### src/sv/rar_pkg.sv
// ----------------------------------------------------------------------------
// rar_pkg
// shared types and constants for the rational arithmetic reduce unit
// ----------------------------------------------------------------------------
package rar_pkg;

    localparam int NUM_OUT_W = 33;
    localparam int DEN_OUT_W = 32;
    localparam int EXT_W     = 64;

    typedef enum logic [1:0] {
        CMD_ADD = 2'd0,
        CMD_SUB = 2'd1,
        CMD_MUL = 2'd2,
        CMD_DIV = 2'd3
    } cmd_t;

    typedef enum logic [1:0] {
        MUL_P0 = 2'd0,
        MUL_P1 = 2'd1,
        MUL_P2 = 2'd2
    } mul_sel_t;

    typedef struct packed {
        logic     load;
        logic     mul_en;
        mul_sel_t mul_sel;
        logic     combine;
        logic     gcd_load;
        logic     gcd_step;
        logic     div_load;
        logic     div_step;
        logic     finish;
    } rar_ctl_t;

    typedef struct packed {
        logic skip;
        logic gcd_done;
        logic div_last;
    } rar_sts_t;

endpackage

### src/sv/rational_arithmetic_reduce_unit.sv
// ----------------------------------------------------------------------------
// rational_arithmetic_reduce_unit
// sequence: done follows start via the multiply, combine and zero check states
//   when the combined numerator or denominator is zero, else also via the
//   binary gcd loop, the scale state and the bit-serial divider
// throughput: one transaction at a time; start is taken again from the cycle
//   that done is high; done is a single-cycle strobe, the receiver cannot stall
// reset: rst_n async active low returns to idle with no result pending
// ----------------------------------------------------------------------------
module rational_arithmetic_reduce_unit #(
    parameter int OPERAND_WIDTH = 16
) (
    input  logic                                  clk,
    input  logic                                  rst_n,
    // command side: transaction taken when start is high and busy is low
    input  logic                                  start,
    output logic                                  busy,
    input  logic [1:0]                            command,
    input  logic signed [OPERAND_WIDTH-1:0]       num_a,
    input  logic signed [OPERAND_WIDTH-1:0]       den_a,
    input  logic signed [OPERAND_WIDTH-1:0]       num_b,
    input  logic signed [OPERAND_WIDTH-1:0]       den_b,
    // result side: valid for the one cycle that done is high
    output logic                                  done,
    output logic signed [rar_pkg::NUM_OUT_W-1:0]  result_num,
    output logic signed [rar_pkg::DEN_OUT_W-1:0]  result_den,
    output logic                                  bad_operand
);
    import rar_pkg::*;

    // command and status between the sequencer and the datapath
    rar_ctl_t ctl;
    rar_sts_t sts;

    // sequencer: three shared multiplies, combine, zero check, gcd loop,
    // the scale state, then 2*OPERAND_WIDTH divider steps
    rar_ctrl u_ctrl (
        .clk   (clk),
        .rst_n (rst_n),
        .start (start),
        .busy  (busy),
        .ctl   (ctl),
        .sts   (sts)
    );

    // datapath: operands are captured on the accepting edge, so the command
    // ports are free once the transaction is taken; results hold until the
    // next transaction finishes
    rar_datapath #(
        .OPERAND_WIDTH (OPERAND_WIDTH)
    ) u_datapath (
        .clk         (clk),
        .rst_n       (rst_n),
        .ctl         (ctl),
        .sts         (sts),
        .command     (command),
        .num_a       (num_a),
        .den_a       (den_a),
        .num_b       (num_b),
        .den_b       (den_b),
        .result_num  (result_num),
        .result_den  (result_den),
        .bad_operand (bad_operand),
        .done        (done)
    );

endmodule

### src/sv/rar_ctrl.sv
// ----------------------------------------------------------------------------
// rar_ctrl
// sequencer: multiply, combine, binary gcd and divide phases
// ----------------------------------------------------------------------------
module rar_ctrl (
    input  logic              clk,
    input  logic              rst_n,
    input  logic              start,
    output logic              busy,
    output rar_pkg::rar_ctl_t ctl,
    input  rar_pkg::rar_sts_t sts
);
    import rar_pkg::*;

    typedef enum logic [9:0] {
        S_IDLE    = 10'b00_0000_0001,
        S_MUL0    = 10'b00_0000_0010,
        S_MUL1    = 10'b00_0000_0100,
        S_MUL2    = 10'b00_0000_1000,
        S_COMBINE = 10'b00_0001_0000,
        S_CHECK   = 10'b00_0010_0000,
        S_GCD     = 10'b00_0100_0000,
        S_SCALE   = 10'b00_1000_0000,
        S_DIV     = 10'b01_0000_0000,
        S_DONE    = 10'b10_0000_0000
    } state_t;

    state_t state_reg, state_next;

    always_ff @(posedge clk or negedge rst_n)
    begin
        if (!rst_n)
        begin
            state_reg <= S_IDLE;
        end
        else
        begin
            state_reg <= state_next;
        end
    end

    assign busy = (state_reg != S_IDLE);

    always_comb
    begin
        state_next = state_reg;
        ctl        = '0;
        unique case (state_reg)
            S_IDLE:
            begin
                if (start)
                begin
                    ctl.load   = 1'b1;
                    state_next = S_MUL0;
                end
            end
            S_MUL0:
            begin
                ctl.mul_en  = 1'b1;
                ctl.mul_sel = MUL_P0;
                state_next  = S_MUL1;
            end
            S_MUL1:
            begin
                ctl.mul_en  = 1'b1;
                ctl.mul_sel = MUL_P1;
                state_next  = S_MUL2;
            end
            S_MUL2:
            begin
                ctl.mul_en  = 1'b1;
                ctl.mul_sel = MUL_P2;
                state_next  = S_COMBINE;
            end
            S_COMBINE:
            begin
                ctl.combine = 1'b1;
                state_next  = S_CHECK;
            end
            S_CHECK:
            begin
                if (sts.skip)
                begin
                    state_next = S_DONE;
                end
                else
                begin
                    ctl.gcd_load = 1'b1;
                    state_next   = S_GCD;
                end
            end
            S_GCD:
            begin
                if (sts.gcd_done)
                begin
                    state_next = S_SCALE;
                end
                else
                begin
                    ctl.gcd_step = 1'b1;
                end
            end
            S_SCALE:
            begin
                ctl.div_load = 1'b1;
                state_next   = S_DIV;
            end
            S_DIV:
            begin
                ctl.div_step = 1'b1;
                if (sts.div_last)
                begin
                    state_next = S_DONE;
                end
            end
            S_DONE:
            begin
                ctl.finish = 1'b1;
                state_next = S_IDLE;
            end
            default:
            begin
                state_next = S_IDLE;
            end
        endcase
    end

endmodule

### src/sv/rar_datapath.sv
// ----------------------------------------------------------------------------
// rar_datapath
// shared multiplier, sign-magnitude combine, binary gcd, twin restoring divider
// ----------------------------------------------------------------------------
module rar_datapath #(
    parameter int OPERAND_WIDTH = 16
) (
    input  logic                                  clk,
    input  logic                                  rst_n,
    input  rar_pkg::rar_ctl_t                     ctl,
    output rar_pkg::rar_sts_t                     sts,
    input  logic [1:0]                            command,
    input  logic signed [OPERAND_WIDTH-1:0]       num_a,
    input  logic signed [OPERAND_WIDTH-1:0]       den_a,
    input  logic signed [OPERAND_WIDTH-1:0]       num_b,
    input  logic signed [OPERAND_WIDTH-1:0]       den_b,
    output logic signed [rar_pkg::NUM_OUT_W-1:0]  result_num,
    output logic signed [rar_pkg::DEN_OUT_W-1:0]  result_den,
    output logic                                  bad_operand,
    output logic                                  done
);
    import rar_pkg::*;

    localparam int W  = OPERAND_WIDTH;
    localparam int MW = 2 * OPERAND_WIDTH;
    localparam int KW = $clog2(MW + 1);
    localparam int CW = $clog2(MW);

    // operand magnitudes and signs
    logic [W-1:0] a_raw, b_raw, c_raw, d_raw;
    logic [W-1:0] a_mag, b_mag, c_mag, d_mag;

    assign a_raw = num_a;
    assign b_raw = den_a;
    assign c_raw = num_b;
    assign d_raw = den_b;
    assign a_mag = a_raw[W-1] ? (~a_raw + 1'b1) : a_raw;
    assign b_mag = b_raw[W-1] ? (~b_raw + 1'b1) : b_raw;
    assign c_mag = c_raw[W-1] ? (~c_raw + 1'b1) : c_raw;
    assign d_mag = d_raw[W-1] ? (~d_raw + 1'b1) : d_raw;

    cmd_t         cmd_reg;
    logic [W-1:0] a_reg, b_reg, c_reg, d_reg;
    logic         as_reg, bs_reg, cs_reg, ds_reg;
    logic         bad_reg;

    always_ff @(posedge clk)
    begin
        if (ctl.load)
        begin
            cmd_reg <= cmd_t'(command);
            a_reg   <= a_mag;
            b_reg   <= b_mag;
            c_reg   <= c_mag;
            d_reg   <= d_mag;
            as_reg  <= a_raw[W-1];
            bs_reg  <= b_raw[W-1];
            cs_reg  <= c_raw[W-1];
            ds_reg  <= d_raw[W-1];
            bad_reg <= (b_raw == '0) || (d_raw == '0)
                       || ((cmd_t'(command) == CMD_DIV) && (c_raw == '0));
        end
    end

    // shared multiplier
    logic [W-1:0]  mx, my;
    logic          mxs, mys;
    logic [MW-1:0] prod;

    always_comb
    begin
        case (ctl.mul_sel)
            MUL_P0:
            begin
                mx  = a_reg;
                mxs = as_reg;
                my  = (cmd_reg == CMD_MUL) ? c_reg : d_reg;
                mys = (cmd_reg == CMD_MUL) ? cs_reg : ds_reg;
            end
            MUL_P1:
            begin
                mx  = b_reg;
                mxs = bs_reg;
                my  = c_reg;
                mys = cs_reg;
            end
            MUL_P2:
            begin
                mx  = b_reg;
                mxs = bs_reg;
                my  = (cmd_reg == CMD_DIV) ? c_reg : d_reg;
                mys = (cmd_reg == CMD_DIV) ? cs_reg : ds_reg;
            end
            default:
            begin
                mx  = '0;
                mxs = 1'b0;
                my  = '0;
                mys = 1'b0;
            end
        endcase
    end

    assign prod = mx * my;

    logic [MW-1:0] p0_reg, p1_reg, p2_reg;
    logic          p0s_reg, p1s_reg, p2s_reg;
    logic          psign;

    assign psign = (prod != '0) && (mxs ^ mys);

    always_ff @(posedge clk)
    begin
        if (ctl.mul_en)
        begin
            case (ctl.mul_sel)
                MUL_P0:
                begin
                    p0_reg  <= prod;
                    p0s_reg <= psign;
                end
                MUL_P1:
                begin
                    p1_reg  <= prod;
                    p1s_reg <= psign;
                end
                default:
                begin
                    p2_reg  <= prod;
                    p2s_reg <= psign;
                end
            endcase
        end
    end

    // sign-magnitude add of the cross products
    logic          ys;
    logic [MW-1:0] sum_mag;
    logic          sum_neg;

    always_comb
    begin
        ys = p1s_reg;
        if (cmd_reg == CMD_SUB && p1_reg != '0)
        begin
            ys = ~p1s_reg;
        end
        if (p0s_reg == ys)
        begin
            sum_mag = p0_reg + p1_reg;
            sum_neg = p0s_reg;
        end
        else if (p0_reg >= p1_reg)
        begin
            sum_mag = p0_reg - p1_reg;
            sum_neg = p0s_reg;
        end
        else
        begin
            sum_mag = p1_reg - p0_reg;
            sum_neg = ys;
        end
        if (sum_mag == '0)
        begin
            sum_neg = 1'b0;
        end
    end

    // numerator and denominator; the magnitudes double as divider dividends
    logic [MW-1:0] n_mag_reg, q_mag_reg;
    logic          n_neg_reg, q_neg_reg;

    // binary gcd
    logic [MW-1:0] u_reg, v_reg, g_reg;
    logic [KW-1:0] k_reg;

    // divider
    logic [MW-1:0] rem_n_reg, rem_q_reg;
    logic [CW-1:0] cnt_reg;
    logic [MW:0]   sh_n, sh_q, g_ext;
    logic          ge_n, ge_q;

    assign g_ext = {1'b0, g_reg};
    assign sh_n  = {rem_n_reg, n_mag_reg[MW-1]};
    assign sh_q  = {rem_q_reg, q_mag_reg[MW-1]};
    assign ge_n  = (sh_n >= g_ext);
    assign ge_q  = (sh_q >= g_ext);

    always_ff @(posedge clk)
    begin
        if (ctl.combine)
        begin
            case (cmd_reg) inside
                CMD_ADD, CMD_SUB:
                begin
                    n_mag_reg <= sum_mag;
                    n_neg_reg <= sum_neg;
                end
                default:
                begin
                    n_mag_reg <= p0_reg;
                    n_neg_reg <= p0s_reg;
                end
            endcase
            q_mag_reg <= p2_reg;
            q_neg_reg <= p2s_reg;
        end
        else if (ctl.div_step)
        begin
            n_mag_reg <= {n_mag_reg[MW-2:0], ge_n};
            q_mag_reg <= {q_mag_reg[MW-2:0], ge_q};
        end
    end

    always_ff @(posedge clk)
    begin
        if (ctl.gcd_load)
        begin
            u_reg <= n_mag_reg;
            v_reg <= q_mag_reg;
            k_reg <= '0;
        end
        else if (ctl.gcd_step)
        begin
            if (!u_reg[0] && !v_reg[0])
            begin
                u_reg <= u_reg >> 1;
                v_reg <= v_reg >> 1;
                k_reg <= k_reg + 1'b1;
            end
            else if (!u_reg[0])
            begin
                u_reg <= u_reg >> 1;
            end
            else if (!v_reg[0])
            begin
                v_reg <= v_reg >> 1;
            end
            else if (u_reg > v_reg)
            begin
                u_reg <= (u_reg - v_reg) >> 1;
            end
            else
            begin
                v_reg <= (v_reg - u_reg) >> 1;
            end
        end
    end

    always_ff @(posedge clk)
    begin
        if (ctl.div_load)
        begin
            g_reg     <= u_reg << k_reg;
            rem_n_reg <= '0;
            rem_q_reg <= '0;
            cnt_reg   <= '0;
        end
        else if (ctl.div_step)
        begin
            rem_n_reg <= ge_n ? MW'(sh_n - g_ext) : sh_n[MW-1:0];
            rem_q_reg <= ge_q ? MW'(sh_q - g_ext) : sh_q[MW-1:0];
            cnt_reg   <= cnt_reg + 1'b1;
        end
    end

    assign sts.skip     = (n_mag_reg == '0) || (q_mag_reg == '0);
    assign sts.gcd_done = (u_reg == v_reg);
    assign sts.div_last = (cnt_reg == CW'(MW - 1));

    // result registers
    logic [EXT_W-1:0] n_ext, q_ext;

    assign n_ext = n_neg_reg ? (EXT_W'(0) - EXT_W'(n_mag_reg)) : EXT_W'(n_mag_reg);
    assign q_ext = q_neg_reg ? (EXT_W'(0) - EXT_W'(q_mag_reg)) : EXT_W'(q_mag_reg);

    logic signed [NUM_OUT_W-1:0] num_out_reg;
    logic signed [DEN_OUT_W-1:0] den_out_reg;
    logic                        bad_out_reg;
    logic                        done_reg;

    always_ff @(posedge clk)
    begin
        if (ctl.finish)
        begin
            num_out_reg <= n_ext[NUM_OUT_W-1:0];
            den_out_reg <= q_ext[DEN_OUT_W-1:0];
            bad_out_reg <= bad_reg;
        end
    end

    always_ff @(posedge clk or negedge rst_n)
    begin
        if (!rst_n)
        begin
            done_reg <= 1'b0;
        end
        else
        begin
            done_reg <= ctl.finish;
        end
    end

    assign result_num  = num_out_reg;
    assign result_den  = den_out_reg;
    assign bad_operand = bad_out_reg;
    assign done        = done_reg;

    // gcd never works on a zero operand, otherwise it would not terminate
    a_gcd_nonzero: assert property (@(posedge clk) disable iff (!rst_n)
        ctl.gcd_step |-> (u_reg != '0) && (v_reg != '0))
        else $error("gcd step on zero operand");

    a_div_nonzero: assert property (@(posedge clk) disable iff (!rst_n)
        ctl.div_step |-> (g_reg != '0))
        else $error("divide by zero gcd");

    // gcd divides both values, so the last divide step leaves no remainder
    a_exact_div: assert property (@(posedge clk) disable iff (!rst_n)
        (ctl.div_step && sts.div_last) |=> (rem_n_reg == '0) && (rem_q_reg == '0))
        else $error("reduction left a remainder");

    a_done_pulse: assert property (@(posedge clk) disable iff (!rst_n)
        done |=> !done)
        else $error("result strobe longer than one cycle");

endmodule
### config.mk
export PLATFORM = sky130hd
export DESIGN_NAME = rational_arithmetic_reduce_unit
export DESIGN_NICKNAME = d
export VERILOG_FILES = /design/src/sv/rar_pkg.sv /design/src/sv/rational_arithmetic_reduce_unit.sv /design/src/sv/rar_ctrl.sv /design/src/sv/rar_datapath.sv
export SDC_FILE = /design/constraint.sdc
export NUM_CORES = 2
export LEC_CHECK = 0
export BUFFER_PORTS_ARGS = -buffer_cell sky130_fd_sc_hd__buf_2
export CAP_MARGIN = 0
export CORE_AREA = 3 3 355 357
export CTS_CLUSTER_SIZE = 12
export DETAILED_ROUTE_END_ITERATION = 10
export DIE_AREA = 0 0 358 360
export MAX_ROUTING_LAYER = met4
export PLACE_DENSITY = 0.62
export SLEW_MARGIN = 10
export SYNTH_ARGS = -nofsm -noshare
export SYNTH_HDL_FRONTEND = slang
export SYNTH_SLANG_ARGS = --single-unit
### constraint.sdc
create_clock -name clk -period 11.66 [get_ports clk]
set_input_delay 0.583 -clock clk [delete_from_list [all_inputs] [get_ports clk]]
set_output_delay 0.583 -clock clk [all_outputs]
set_load 0.02 [all_outputs]
# Word-level counts from Yosys, hierarchy flattened
# Cells that the tools add are included.
word_totals:
  word_cells: 182
  inputBits: 69
  ff_bits: 484
  latchBits: 0
  memories: 0
  ramBits: 0
  romBits: 0
classes:
  shift: 1
  bitwise: 7
  multipliers: 1
  n_reduce_logical: 33
  muxes: 56
  n_eq_ne: 26
  magnitude_cmp: 4
  n_div: 0
  add_sub_neg: 15
op_table:
  columns: ["cell", "n"]
  rows:
  - ["two-way mux 32 bit", 23]
  - ["subtractor 32 bit", 6]
  - ["zero test 32 bit", 3]
  - ["one-hot mux 10 bit (9 select lines)", 1]
  - ["greater-or-equal comparator 33 x 32 -> 1 bit", 2]
  - ["adder 16 x 1 -> 16 bit (second input constant)", 4]
  - ["NOT 16 bit", 4]
  - ["nonzero test 32 bit", 2]
  - ["two-way mux 15 bit", 4]
  - ["zero test 16 bit", 3]
  - ["one-hot mux 16 bit (3 select lines)", 1]
  - ["two-way mux 10 bit", 4]
  - ["subtractor 1 x 32 -> 33 bit (first input constant)", 1]
  - ["adder 32 bit", 1]
  - ["== test 32 bit", 1]
  - ["greater-or-equal comparator 32 bit", 1]
  - ["> comparator 32 bit", 1]
  - ["multiplier 16 x 16 -> 32 bit", 1]
  - ["two-way mux 16 bit", 2]
  - ["one-hot mux 16 bit (2 select lines)", 1]
  - ["<< shifter 32 x 6 -> 32 bit", 1]
  - ["subtractor 1 x 32 -> 32 bit (first input constant)", 1]
  - ["two-way mux 1 bit", 17]
  - ["!= test 4 bit (second input constant)", 3]
  - ["32 further kinds", 55]

# Longest topological paths before layout
depth:
  depth_word: 8
  depth_mapped: 36
  depth_no_buf: 34

# Modules after synthesis
# A second synthesis with hierarchy kept.
hier_totals:
  hier_cells: 4745
  area_unflattened_um2: 43274.0
by_module_without_submodules:
  columns: ["mod", "area_each_um2", "seq_area_each_um2", "cells_per_inst", "instances"]
  rows:
  - ["rar_datapath", 42590.8, 13477.9, 4681, 1]
  - ["rar_ctrl", 683.2, 251.5, 64, 1]

# Least setup slack after synthesis
# No wires, ideal clock.
synth_path:
  kind: "reg2reg"
  startpoint: "reg u_ctrl.state_reg[1]"
  endpoint: "reg u_datapath.p0s_reg (data pin)"
  slack_ps: 2700
  synth_period_minus_slack_ps: 8960
  n_path_buf: 3
  path_stages_with_launch: 34
  required_time_ps: 11388
  setup_ps: 272
  arrival_time_ps: 8688
  cell_sequence: "dfrtp_1 -> nor3_1 -> nand2_1 -> nor4_1 -> inv_1 -> ha_1 -> mux2_2 -> a21o_1 -> clkbuf_1 -> a22oi_1 -> clkbuf_1 -> nor2_1 -> fa_1 -> inv_1 -> fa_1 -> fa_1 -> inv_1 -> fa_1 -> fa_1 -> inv_1 -> fa_1 -> inv_1 -> ha_1 -> clkbuf_1 -> a21oi_1 -> nor2b_1 -> a31oi_1 -> nand3b_1 -> a311oi_1 -> nand3_1 -> nand2_1 -> xor2_1 -> or4_1 -> o41a_1"
synth_between:
  elab_chain_cells: 8
synth_rtl:
  columns: ["item", "line_no", "text"]
  rows:
  - ["start, declared", "rar_ctrl.sv:28", "state_t state_reg, state_next;"]
  - ["start signal, assigned", "rar_ctrl.sv:38", "state_reg <= state_next;"]
  - ["== test 10 x 4 -> 1 bit (tied with other cells)", "rar_ctrl.sv:48", "unique case (state_reg)"]
  - ["one-hot mux 3 bit (3 select lines) *", "rar_ctrl.sv:48", null]
  - ["== test 2 bit or == test 2 x 1 -> 1 bit (tied branches)", "rar_datapath.sv:72", "case (ctl.mul_sel)"]
  - ["OR reduction 2 bit (no source line)", null, null]
  - ["one-hot mux 16 bit (2 select lines)", "rar_datapath.sv:72", null]
  - ["multiplier 16 x 16 -> 32 bit *", "rar_datapath.sv:104", "assign prod = mx * my;"]
  - ["net u_datapath.prod[27]", "rar_datapath.sv:68", "logic [MW-1:0] prod;"]
  - ["nonzero test 32 bit *", "rar_datapath.sv:110", "assign psign = (prod != '0) && (mxs ^ mys);"]
  - ["logical AND 1 bit *", "rar_datapath.sv:110", null]
  - ["net u_datapath.psign", "rar_datapath.sv:108", "logic psign;"]
  - ["end signal, assigned", "rar_datapath.sv:120", "p0s_reg <= psign;"]
  - ["end, declared", "rar_datapath.sv:107", "logic p0s_reg, p1s_reg, p2s_reg;"]
# The timed path passes the listed nets; every way through them passes the cells marked *.
# A chain may end at the register's enable or synchronous reset.

# Worst setup path in the final report
layout_path:
  startpoint: "reg u_ctrl.state_reg[4]"
  endpoint: "reg u_datapath.p0s_reg (data pin)"
# The elaborated chain is that of the path after synthesis.

==> results.py <==
metrics = {
    "cts": {
        "cts_tree": "built",
        "clkTransAtPathRegs_ns": 0.06,
        "postCtsSetupBuffers": 0,
        "numClockSinks": 484,
        "cts_buffer_depth": 3,
        "htree_levels": 2,
        "root_buffer": "clkbuf_16",
        "cts-buffers-inserted": 54,
        "clkLatencyLatePin_ns": 0.63,
    },
    "critical_path": {
        "critPathCaptureType": "register",
        "cp_data_arrival_time_ns": 10.04,
        "crit_required_ns": 12.02,
        "worstPathMaxFanout": 29,
        "slowest_stage": "a21o_1",
        "crit_buf_inv": 6,
        "cpMostUsedCell": "fa_1",
        "slowest_delay_ns": 0.78,
        "crit_type": "reg2reg",
        "start_kind": "register",
        "path_delay_family": "adder cells",
    },
    "synthesis": {
        "ys_dominant_reg_cell": "edfxtp_1",
        "ys_types": 92,
        "syn-num-nets": 5390,
        "synthCells": 4779,
        "synth-edff-count": 398,
        "ys_ff_latch": 484,
        "syn_area_per_cell_um2": 9.009,
        "yosysTopAreaCell": "edfxtp_1",
        "yosys_warnings": 0,
        "synth_commonest_cells": "nor2_1, nand2_1, inv_1",
        "ys_seq_area_frac": 0.3189,
        "syn-cell-area_um2": 43060,
        "yosysTopAreaCellShare": 0.2776,
        "yosysMostFrequentCell": "nor2_1",
        "synth_area_leaders": "edfxtp_1, ha_1, fa_1",
        "async_flop_share": 0.02273,
    },
    "drt": {
        "via_count": 35620,
        "drc": 0,
        "dr.pass1.iters": 5,
        "drt_iter0_drc": 2823,
        "ant_nets": 0,
        "routed_via_density": 5.512,
        "post_drt_wl_per_cell_um": 21.11,
        "wl_um": 136400,
    },
    "place": {
        "place_congestion": 1.037,
        "hpwl_um": 108500,
        "numPortBuffers": 136,
    },
    "timing": {
        "slew_headroom": 0.2511,
        "rsz0062_at_grt": "no",
        "hold_viol": 0,
        "setup_viol_count_final": 0,
        "max_clock_freq_ghz": 0.1033,
        "clock_skew_ns": 0.02432,
        "slew_viol_final": 0,
        "min_period_over_period": 0.8300,
        "tightest_slew_ns": 1.123,
        "finalSetupTns_ns": 0,
        "period_needed_ns": 9.678,
    },
    "final_layout": {
        "fin_util": 0.3804,
        "fill_cells": 12570,
        "final_nets": 5392,
        "regArea_um2": 13730,
        "multi_input_area_um2": 26710,
        "largest_reg_flops": 33,
        "drive_above_1_share": 0.07710,
        "diodes": 0,
        "syn2layout_area_growth_pct": 8.945,
    },
    "global_route": {
        "grt_max_degree": 79,
        "grt-ovfl-total": 0,
        "grt_pass1_wl_um": 207600,
        "grt.total_usage": 0.2123,
        "antenna_found_initial": 3,
        "grt_pass1_vias": 34290,
    },
    "die": {
        "rows": 129,
        "die_area_um2": 128900,
        "die_height_um": 360,
        "floorplan.io_pins": 137,
        "coreArea_um2": 123300,
        "start_util": 0.3492,
        "die_x_um": 358,
    },
    "hold_path": {
        "hold_path_class": "in2reg",
    },
    "run_status": {
        "status": "finished, final reports clean",
    },
    "flow_run": {
        "cap_violations": 0,
    },
}
[per-stage QoR]
stage	hold slack [ns]	instance area (µm²)	worst slack, ns	instances
6_report	0.1542	46910	1.982	6462
5_1_grt	0.1280	46910	1.367	6462
4_1_cts	0.1178	46910	2.036	6462
3_5_place_dp	0.4273	45230	2.068	6361
3_3_place_gp	0.4307	45230	2.111	6361
2_1_floorplan	0.2874	43060	2.700	4779
[layer usage]
metal | wire, µm | GRT usage | up-vias
li1 | - | - | 16880
met1 | 61140 | 0.2873 | 17400
met2 | 61810 | 0.3308 | 1141
met3 | 8724 | 0.02695 | 203
met4 | 4757 | 0.06590 | 0
met5 | 0 | - | -
[cell type report]
class                           instances  share of cell area
Clock buffer                           76             0.03121
Clock inverter                         24            0.004215
Inverter                              473             0.03785
Multi-Input combinational cell       3592              0.5694
Sequential cell                       484              0.2927
Tap cell                             1637             0.04367
Timing Repair Buffer                  176             0.02097
[repair_timing]
| action | in CTS | in global routing |
|---|---|---|
| endpoints found under the hold margin | 10 | 0 |
| endpoints found under the setup margin | 0 | 0 |
| resized for setup | 0 | 0 |
| hold buffers | 1 | 0 |
[cell families after synthesis]
family,Yosys count,share of synthesized area
and+or+nand+nor,1499,0.1589
AOI/OAI and AO/OA,1180,0.1810
adders and majority gates,542,0.1926
buffers and inverters,703,0.06332
xor gates and xnor gates,283,0.05757
muxes,88,0.02781
DFF,484,0.3189
[path summary, 6_finish.rpt]
path	startpoint	to	slack, ns	cells past startpoint
min in group asynchronous	rst_n	u_ctrl.state_reg[3]	0.41	2
worst max register to register	u_ctrl.state_reg[4]	u_datapath.p0s_reg	1.98	31
worst max-delay path	u_ctrl.state_reg[4]	u_datapath.p0s_reg	1.98	31
worst min register to register	u_datapath.p2s_reg	u_datapath.q_neg_reg	0.44	0
worst min-delay path	command[1]	u_datapath.cmd_reg[1]	0.15	1
max in group asynchronous	rst_n	u_ctrl.state_reg[0]	10.92	2
[cell usage in the layout, fill, tap and decap left out, types with 35 or more instances in the layout]
master     Yosys  final
nor2_1       517    515
nand2_1      486    486
inv_1        470    470
edfxtp_1     398    398
ha_1         341    341
a21oi_1      294    291
o21ai_0      256    256
xnor2_1      217    216
fa_1         201    201
buf_2         16    136
a21o_1        94     94
nor3_1        85     84
dfxtp_1       75     74
a211oi_1      70     70
nand3_1       67     67
xor2_1        66     65
o31ai_1       56     55
clkbuf_16      0     54
mux2i_1       51     51
a31oi_1       50     50
nor2b_1       45     45
a221oi_1      44     44
o21bai_1      43     43
nor4_1        39     39
buf_4          8     39
a22oi_1       37     37
nand2b_1      38     37
nand4_1       36     36
or3_1         35     35
Power is not shown: default switching activity piles up to over one toggle a cycle in this logic, so the estimate is an artifact.
